[config.mk]
export PLATFORM = sky130hd
export DESIGN_NAME = bap_front
export DESIGN_NICKNAME = d
export VERILOG_FILES = /design/src/rtl/core/bap_pkg.sv /design/src/rtl/core/bap_front.sv
export SDC_FILE = /design/constraint.sdc
export NUM_CORES = 1
export LEC_CHECK = 0
export ABC_AREA = 0
export BUFFER_PORTS_ARGS = -buffer_cell sky130_fd_sc_hd__buf_2
export CORE_MARGIN = 2
export CORE_UTILIZATION = 25
export CTS_CLUSTER_DIAMETER = 150
export CTS_CLUSTER_SIZE = 24
export DETAILED_ROUTE_END_ITERATION = 10
export PLACE_DENSITY = 0.53
export SLEW_MARGIN = 10
export SYNTH_ARGS = -nofsm -noshare
export SYNTH_HDL_FRONTEND = slang
export SYNTH_SLANG_ARGS = --single-unit
[constraint.sdc]
create_clock -name clk_i -period 2.19 [get_ports clk_i]
set_clock_uncertainty 0.2 [all_clocks]
set_input_delay 0.5475 -clock clk_i [delete_from_list [all_inputs] [get_ports clk_i]]
set_output_delay 0.5475 -clock clk_i [all_outputs]
set_load 0.01 [all_outputs]
[src/rtl/core/bap_pkg.sv]
`default_nettype none
package bap_pkg;

  localparam int unsigned DimW = 9;
  localparam int unsigned PixW = 8;
  localparam int unsigned CoordW = 8;
  localparam int unsigned MaxDim = 256;
  localparam int unsigned BlockSize = 8;
  localparam int unsigned RowBlocks = MaxDim / BlockSize;
  localparam int unsigned EdgeSlots = 2 * RowBlocks;
  localparam int unsigned SlotW = $clog2(EdgeSlots);
  localparam int unsigned SumW = 14;
  localparam int unsigned CntW = 7;
  localparam int unsigned AddrW = 2 * CoordW;
  localparam int unsigned CfgIdxW = 2;
  localparam logic [PixW-1:0] EmptyFill = 8'd128;
  localparam logic [DimW-1:0] ResetDim = 9'd8;

  localparam logic [CfgIdxW-1:0] RegImageWidth = 2'd0;
  localparam logic [CfgIdxW-1:0] RegImageHeight = 2'd1;

  typedef enum logic {
    OP_PUSH = 1'b0,
    OP_PULL = 1'b1
  } op_e;

  typedef struct packed {
    logic            func;
    logic [PixW-1:0] pixel_in;
  } in_word_t;

  typedef struct packed {
    logic [PixW-1:0] pixel_out;
    logic            is_padding;
    logic            is_last;
    logic [DimW-1:0] padded_width;
    logic [DimW-1:0] padded_height;
  } out_word_t;

  typedef struct packed {
    op_e             op;
    logic [PixW-1:0] pixel;
  } cmd_t;

endpackage
`default_nettype wire

[src/rtl/core/bap_front.sv]
`default_nettype none
module bap_front (
  input  wire logic              clk_i,
  input  wire logic              rst_ni,
  input  wire logic              in_valid_i,
  output logic                   in_stall_o,
  input  wire bap_pkg::in_word_t in_word_i,
  output logic                   cmd_valid_o,
  output bap_pkg::cmd_t          cmd_o,
  input  wire logic              cmd_pop_i
);

  bap_pkg::cmd_t mem_q [2];
  logic          wr_ptr_q, rd_ptr_q;
  logic [1:0]    cnt_q;
  logic          push;

  assign in_stall_o  = (cnt_q == 2'd2);
  assign push        = in_valid_i && !in_stall_o;
  assign cmd_valid_o = (cnt_q != 2'd0);
  assign cmd_o       = mem_q[rd_ptr_q];

  always_ff @(posedge clk_i) begin
    if (push) begin
      mem_q[wr_ptr_q].op    <= in_word_i.func ? bap_pkg::OP_PULL : bap_pkg::OP_PUSH;
      mem_q[wr_ptr_q].pixel <= in_word_i.pixel_in;
    end
  end

  always_ff @(posedge clk_i or negedge rst_ni) begin
    if (!rst_ni) begin
      wr_ptr_q <= 1'b0;
      rd_ptr_q <= 1'b0;
      cnt_q    <= 2'd0;
    end else begin
      if (push) wr_ptr_q <= ~wr_ptr_q;
      if (cmd_pop_i) rd_ptr_q <= ~rd_ptr_q;
      cnt_q <= cnt_q + {1'b0, push} - {1'b0, cmd_pop_i};
    end
  end

endmodule
`default_nettype wire

==> flow_metrics.py, run 1 <==
metrics = {
    "worst_hold_path": {
        "holdPathEnd": "rd_ptr_q",
        "hold_path_depth": 2,
        "hold_path_startpoint": "cmd_pop_i",
        "hold_class": "primary input to register",
    },
    "power_and_ir_drop": {
        "combPwrFrac_pct": 38.7,
        "p_leak_nw": 0.465,
        "switching_power_mw": 0.395,
        "vdd_drop_max_v": 0.000559,
        "clockPowerShare_pct": 13.2,
        "power.density_nw_per_um2": 1220,
        "switching_share_pct": 29.3,
        "p_int_mw": 0.954,
        "power_frac_seq_pct": 48.0,
    },
    "global_routing": {
        "grt_usage_pct": 6.95,
        "grt_pass1_vias": 473,
        "grt_pass1_wl_um": 2040,
        "grt_max_degree": 13,
        "grt.overflow.total": 0,
        "antenna_found_initial": 0,
    },
    "setup_path": {
        "r2r_cells": 7,
        "worstPathCellList": "buf_12, mux2_4, buf_2",
        "start_kind": "register",
        "worst-setup-path-type": "register to primary output",
        "required_ps": 1440,
        "crit-reg2reg-capture": "cnt_q[1]",
        "crit_arrival_ps": 1360,
        "r2r_start": "cnt_q[1]",
        "critPathCaptureType": "primary output",
        "slowest_stage": "dfrtp_2",
        "worst-path-max-fanout": 7,
        "critPathMaxStageDelay_ps": 480,
        "reg2reg_slack_ps": 480,
    },
    "drt": {
        "ant_nets": 0,
        "vias": 445,
        "drt-initial-drc-count": 12,
        "drt_wl_total_um": 1280,
        "drt_pass1_iterations": 4,
        "drc": 0,
        "wl_per_cell_um": 10.7,
        "via_per_inst": 3.71,
    },
    "finish": {
        "multi_input_area_um2": 221,
        "fin_util_pct": 32.9,
        "final_cell_mix": "buf_2, edfxtp_1, mux2_4",
        "n_antenna_cell": 0,
        "final_nets": 90,
        "drive_gt1_share_pct": 52.7,
        "synthToLayoutAreaGrowth_pct": 25.7,
        "final_common_cell": "buf_2",
        "fillers": 369,
        "regArea_um2": 642,
    },
    "sta": {
        "rsz0062_at_grt": "no",
        "hold_viol": 0,
        "fin_crit_sh_pct": 96.3,
        "min_period_ps": 2110,
        "slew_violations": 0,
        "fmax_mhz": 474,
        "relSlewSlack_pct": 70.7,
        "tightest_slew_ps": 439,
        "tns_ps": 0,
        "setup_viol": 0,
    },
    "floorplanning": {
        "initial_utilization_pct": 26.2,
        "core_um2": 3360,
        "die_w_um": 63.4,
        "ioPinCount": 24,
        "fp.dieH_um": 63.4,
        "dieArea_um2": 4010,
        "num_rows": 21,
    },
    "place": {
        "port_buffers": 23,
        "place_congestion": 0.671,
        "dp_hpwl_um": 1010,
    },
    "logic_synthesis": {
        "netlist_area_um2": 881,
        "synth_area_leaders": "edfxtp_1, mux2_4, dfrtp_1, xnor2_1, ha_1",
        "synth_cell_types": 13,
        "ys_seq_area_share_pct": 72.7,
        "ys.warnings.count": 0,
        "syn_nets": 60,
        "yosys.area.top_type": "edfxtp_1",
        "syn_inst": 45,
        "synth_top_area_share_pct": 61.4,
        "ys_ff_latch": 22,
        "syn_avg_cell_area_um2": 19.6,
    },
    "clock_network": {
        "worst_skew_pair.late_latency_ps": 290,
        "cts_tree": "yes",
        "h-tree-depth": 1,
        "clk_pin_slew_worst_paths_ps": 110,
        "cts_buffer_depth": 2,
        "cts_buffers": 3,
        "cts_sinks": 22,
        "root_buffer": "clkbuf_4",
        "cts_setup_buffers": 0,
    },
    "run": {
        "max_cap_viol_count": 0,
    },
    "run_status": {
        "status": "finished, final reports clean",
    },
}
-- area by class of cell --
class / instances / area share (%)
inverters: 2 / 0.678
well taps: 46 / 5.20
clock buffers: 4 / 2.37
repair buffers: 26 / 13.8
multi-input cells: 20 / 20.0
flip-flops and latches: 22 / 58.0
-- kinds of logic after synthesis --
family        Yosys count  synth area share, %
xor+xnor                4                 3.98
fa+ha+maj               2                 2.84
buf+inv                 3                 2.13
flops                  22                 72.7
mux                     9                 15.3
simple gates            5                 2.98
-- registers in the layout (all words and copies together) (netlist names) --
signal    count
wr_ptr_q      1
mem_q        18
rd_ptr_q      1
cnt_q         2
-- synthesized netlist by cell type, drive strengths merged --
cell	number
nor2	1
or2	1
edfxtp	18
inv	2
buf	1
xnor2	3
and3	1
nand2	1
ha	2
nand2b	1
xor2	1
dfrtp	4
mux2	9
-- worst max path at each step --
stage	from	end	slack [ps]	depth (start not counted)
after detailed placement	rd_ptr_q	cmd_o[1]	340	3
after global placement	rd_ptr_q	cmd_o[1]	360	3
after CTS	rd_ptr_q	cmd_o[1]	6	3
after global routing	rd_ptr_q	cmd_o[1]	20	3
after floorplan	in_valid_i	cnt_q[1]	530	6
final	rd_ptr_q	cmd_o[1]	80	3
-- metrics by stage --
stage / hold WS [ps] / instances / setup WS (ps) / power [mW] / cell area (um^2)
final: 236 / 120 / 80.2 / 1.35 / 1110
after global routing: 215 / 120 / 19.3 / 1.44 / 1110
after CTS: 224 / 120 / 5.67 / 1.37 / 1110
after detailed placement: 167 / 115 / 343 / 1.19 / 1070
after global placement: 164 / 115 / 365 / 1.19 / 1070
after floorplan: 51.9 / 45 / 528 / 1.00 / 881
-- power groups by stage --
stage          sequential [mW]  combinational, mW  clock, mW
3_3_place_gp             0.651              0.536          0
4_1_cts                  0.648              0.537      0.189
2_1_floorplan            0.625              0.378          0
6_report                 0.647              0.522      0.179
3_5_place_dp             0.658              0.535          0
5_1_grt                  0.661              0.571      0.207
-- metal layers --
metal  wire [um]  track usage [%]
met1         560             8.24
met2         602             10.7
met3         110             2.68
met4           8             4.08
met5           0                0
-- repair_timing --
action	CTS	global route
hold buffers	1	0
endpoints found under the setup margin	0	6
endpoints found under the hold margin	4	0
resized for setup	0	1
-- critical path: cells and delay by family, from the launching register on --
kind	cells	cell delay (ps)
DFF	1	480
buffers and inverters	2	300
muxes	1	290
No activity file was read; power rests on OpenSTA's default activity.
==> run 2: changes to the inputs <==
--- a/config.mk
+++ b/config.mk
@@ -5,7 +5,7 @@
 export SDC_FILE = /design/constraint.sdc
 export NUM_CORES = 1
 export LEC_CHECK = 0
-export ABC_AREA = 0
+export ABC_AREA = 1
 export BUFFER_PORTS_ARGS = -buffer_cell sky130_fd_sc_hd__buf_2
 export CORE_MARGIN = 2
 export CORE_UTILIZATION = 25
==> flow_metrics.py, run 2 <==
metrics = {
    "finish": {
        "regMostFlops": "mem_q",
        "final_cell_mix": "buf_2, nand2_1, edfxtp_1, inv_1, o21ai_0",
        "drive_gt1_share_pct": 29.4,
        "final_common_cell": "buf_2",
        "n_antenna_cell": 0,
        "largestRegisters": "mem_q (18), cnt_q (2)",
        "synthToLayoutAreaGrowth_pct": 23.5,
        "final_cells": 148,
        "final_nets": 118,
        "largest_reg_flops": 18,
    },
    "worst_hold_path": {
        "hold_class": "primary input to register",
    },
    "logic_synthesis": {
        "synth-edff-count": 18,
        "synth_compound_area_share_pct": 5.40,
        "yosysMostFrequentCell": "nand2_1",
        "yosys.area_share.simple_pct": 9.42,
        "synth_ff_type": "edfxtp_1",
        "syn_inst": 75,
        "synth_top_area_share_pct": 59.8,
        "syn_nets": 90,
        "synth_fa_ha_area_share_pct": 2.77,
        "synth_common_cells": "nand2_1, edfxtp_1, inv_1, o21ai_0, dfrtp_1",
        "synth_area_leaders": "edfxtp_1, dfrtp_1, nand2_1, inv_1, o21ai_0",
        "syn_avg_cell_area_um2": 12.0,
        "ys.warnings.count": 0,
        "netlist_area_um2": 903,
        "yosys.area.top_type": "edfxtp_1",
        "synth_top_family_by_area": "buffers and inverters",
        "synthMuxAreaShare_pct": 0,
        "synth_cell_types": 12,
        "ys_ff_latch": 22,
        "async_flop_share_pct": 18.2,
        "synthXorXnorAreaFrac_pct": 0.970,
        "ys_seq_area_share_pct": 70.9,
    },
    "global_routing": {
        "grt_pass1_wl_um": 2430,
        "grt_max_degree": 20,
        "grt_pass1_vias": 567,
        "grt_usage_pct": 7.90,
        "antenna_found_initial": 0,
        "grt.overflow.total": 0,
    },
    "sta": {
        "hold_viol": 0,
        "whs_ps": 222,
        "setup_viol": 0,
        "fmax_mhz": 509,
        "rsz0062_at_grt": "no",
        "tns_ps": 0,
        "finalWorstSetupSlack_ps": 227,
        "relSlewSlack_pct": 74.1,
        "tightest_slew_ps": 389,
        "slew_violations": 0,
        "min_period_ps": 1960,
        "fin_crit_sh_pct": 89.6,
    },
    "clock_network": {
        "cts_sinks": 22,
        "worst_skew_pair.late_latency_ps": 300,
        "cts_buffer_depth": 2,
        "h-tree-depth": 1,
        "cts_buffers": 3,
        "clk_pin_slew_worst_paths_ps": 120,
        "cts_tree": "yes",
        "cts_setup_buffers": 0,
        "root_buffer": "clkbuf_4",
    },
    "setup_path": {
        "crit_arrival_ps": 1220,
        "worst-path-max-fanout": 19,
        "required_ps": 1440,
        "worst-setup-path-type": "register to primary output",
        "reg2reg_slack_ps": 640,
        "critPathCaptureType": "primary output",
        "start_kind": "register",
    },
    "power_and_ir_drop": {
        "power.density_nw_per_um2": 1230,
        "power_frac_seq_pct": 48.1,
        "p_leak_nw": 0.522,
        "vdd_drop_max_v": 0.000544,
        "clockPowerShare_pct": 22.4,
        "switching_share_pct": 32.1,
        "combPwrFrac_pct": 29.6,
        "switching_power_mw": 0.440,
        "report.power.total_mw": 1.37,
        "p_int_mw": 0.929,
    },
    "floorplanning": {
        "num_rows": 21,
        "dieArea_um2": 4110,
        "die_w_um": 64.1,
        "ioPinCount": 24,
        "core_um2": 3420,
        "initial_utilization_pct": 26.4,
        "fp.dieH_um": 64.1,
    },
    "drt": {
        "vias": 561,
        "wl_per_cell_um": 9.60,
        "drc": 0,
        "drt-initial-drc-count": 23,
        "via_per_inst": 3.79,
        "drt_wl_total_um": 1420,
        "ant_nets": 0,
        "drt_pass1_iterations": 4,
    },
    "place": {
        "place_congestion": 0.602,
        "dp_hpwl_um": 1020,
        "dp_slack_ps": 385,
        "numPlacedInstances": 143,
        "port_buffers": 23,
    },
    "run_status": {
        "status": "finished, final reports clean",
    },
    "run": {
        "max_cap_viol_count": 0,
    },
}
-- run 2: worst paths after layout --
check	startpoint	end	depth (start not counted)
max	rd_ptr_q	cmd_o[1]	2
min	in_word_i[4]	mem_q[0][4]	1
max reg2reg	cnt_q[1]	cnt_q[1]	7
min reg2reg	wr_ptr_q	wr_ptr_q	2
max in group asynchronous	rst_ni	rd_ptr_q	2
min in group asynchronous	rst_ni	cnt_q[0]	2
-- run 2: logic make-up (layout without fill, tap and decap cells) --
kind of cell             Yosys count  after routing
XOR/XNOR                           1              1
AND/OR/NAND/NOR                   22             22
flip-flops                        22             22
AO/OA/AOI/OAI                      9              9
adder cells (fa/ha/maj)            2              2
buffers and inverters             19             46
-- run 2: per-layer routing --
metal  up-vias  routed length (um)  GRT usage [%]
li1        291                   -              -
met1       244                 618           9.01
met2        21                 677           13.2
met3         5                 105           3.17
met4         0                  21           3.19
met5         -                   0              0
-- run 2: power groups by stage --
stage	logic (mW)	registers (mW)	clock network, mW
2_1_floorplan	0.346	0.617	0
3_3_place_gp	0.406	0.665	0
3_5_place_dp	0.417	0.668	0
4_1_cts	0.418	0.659	0.319
5_1_grt	0.471	0.679	0.333
6_report	0.405	0.658	0.306
-- run 2: layout make-up --
class / count / area (um^2)
Fill cell: 363 / 2300
Sequential cell: 22 / 642
Multi-Input combinational cell: 34 / 168
Timing Repair Buffer: 25 / 133
Inverter: 17 / 63.8
Tap cell: 46 / 57.6
Clock inverter: 1 / 30.0
Clock buffer: 3 / 22.5
-- run 2: stage by stage --
| stage | instance area [um^2] | utilization (%) |
|---|---|---|
| after floorplan | 903 | - |
| after global placement | 1050 | 30.8 |
| after detailed placement | 1050 | 30.8 |
| after CTS | 1110 | 32.6 |
| after global routing | 1120 | 32.7 |
| final | 1120 | 32.7 |
-- run 2: repair_timing --
item / 4_1_cts / 5_1_grt
hold buffers: 1 / 0
hold endpoints to repair: 4 / 0
setup endpoints to repair: 0 / 9
resized for setup: 0 / 1
-- run 2: worst max-delay path: stages (launching register included) --
cell and delay, ps:
dfrtp_2 550, o21ai_0 210, buf_2 160
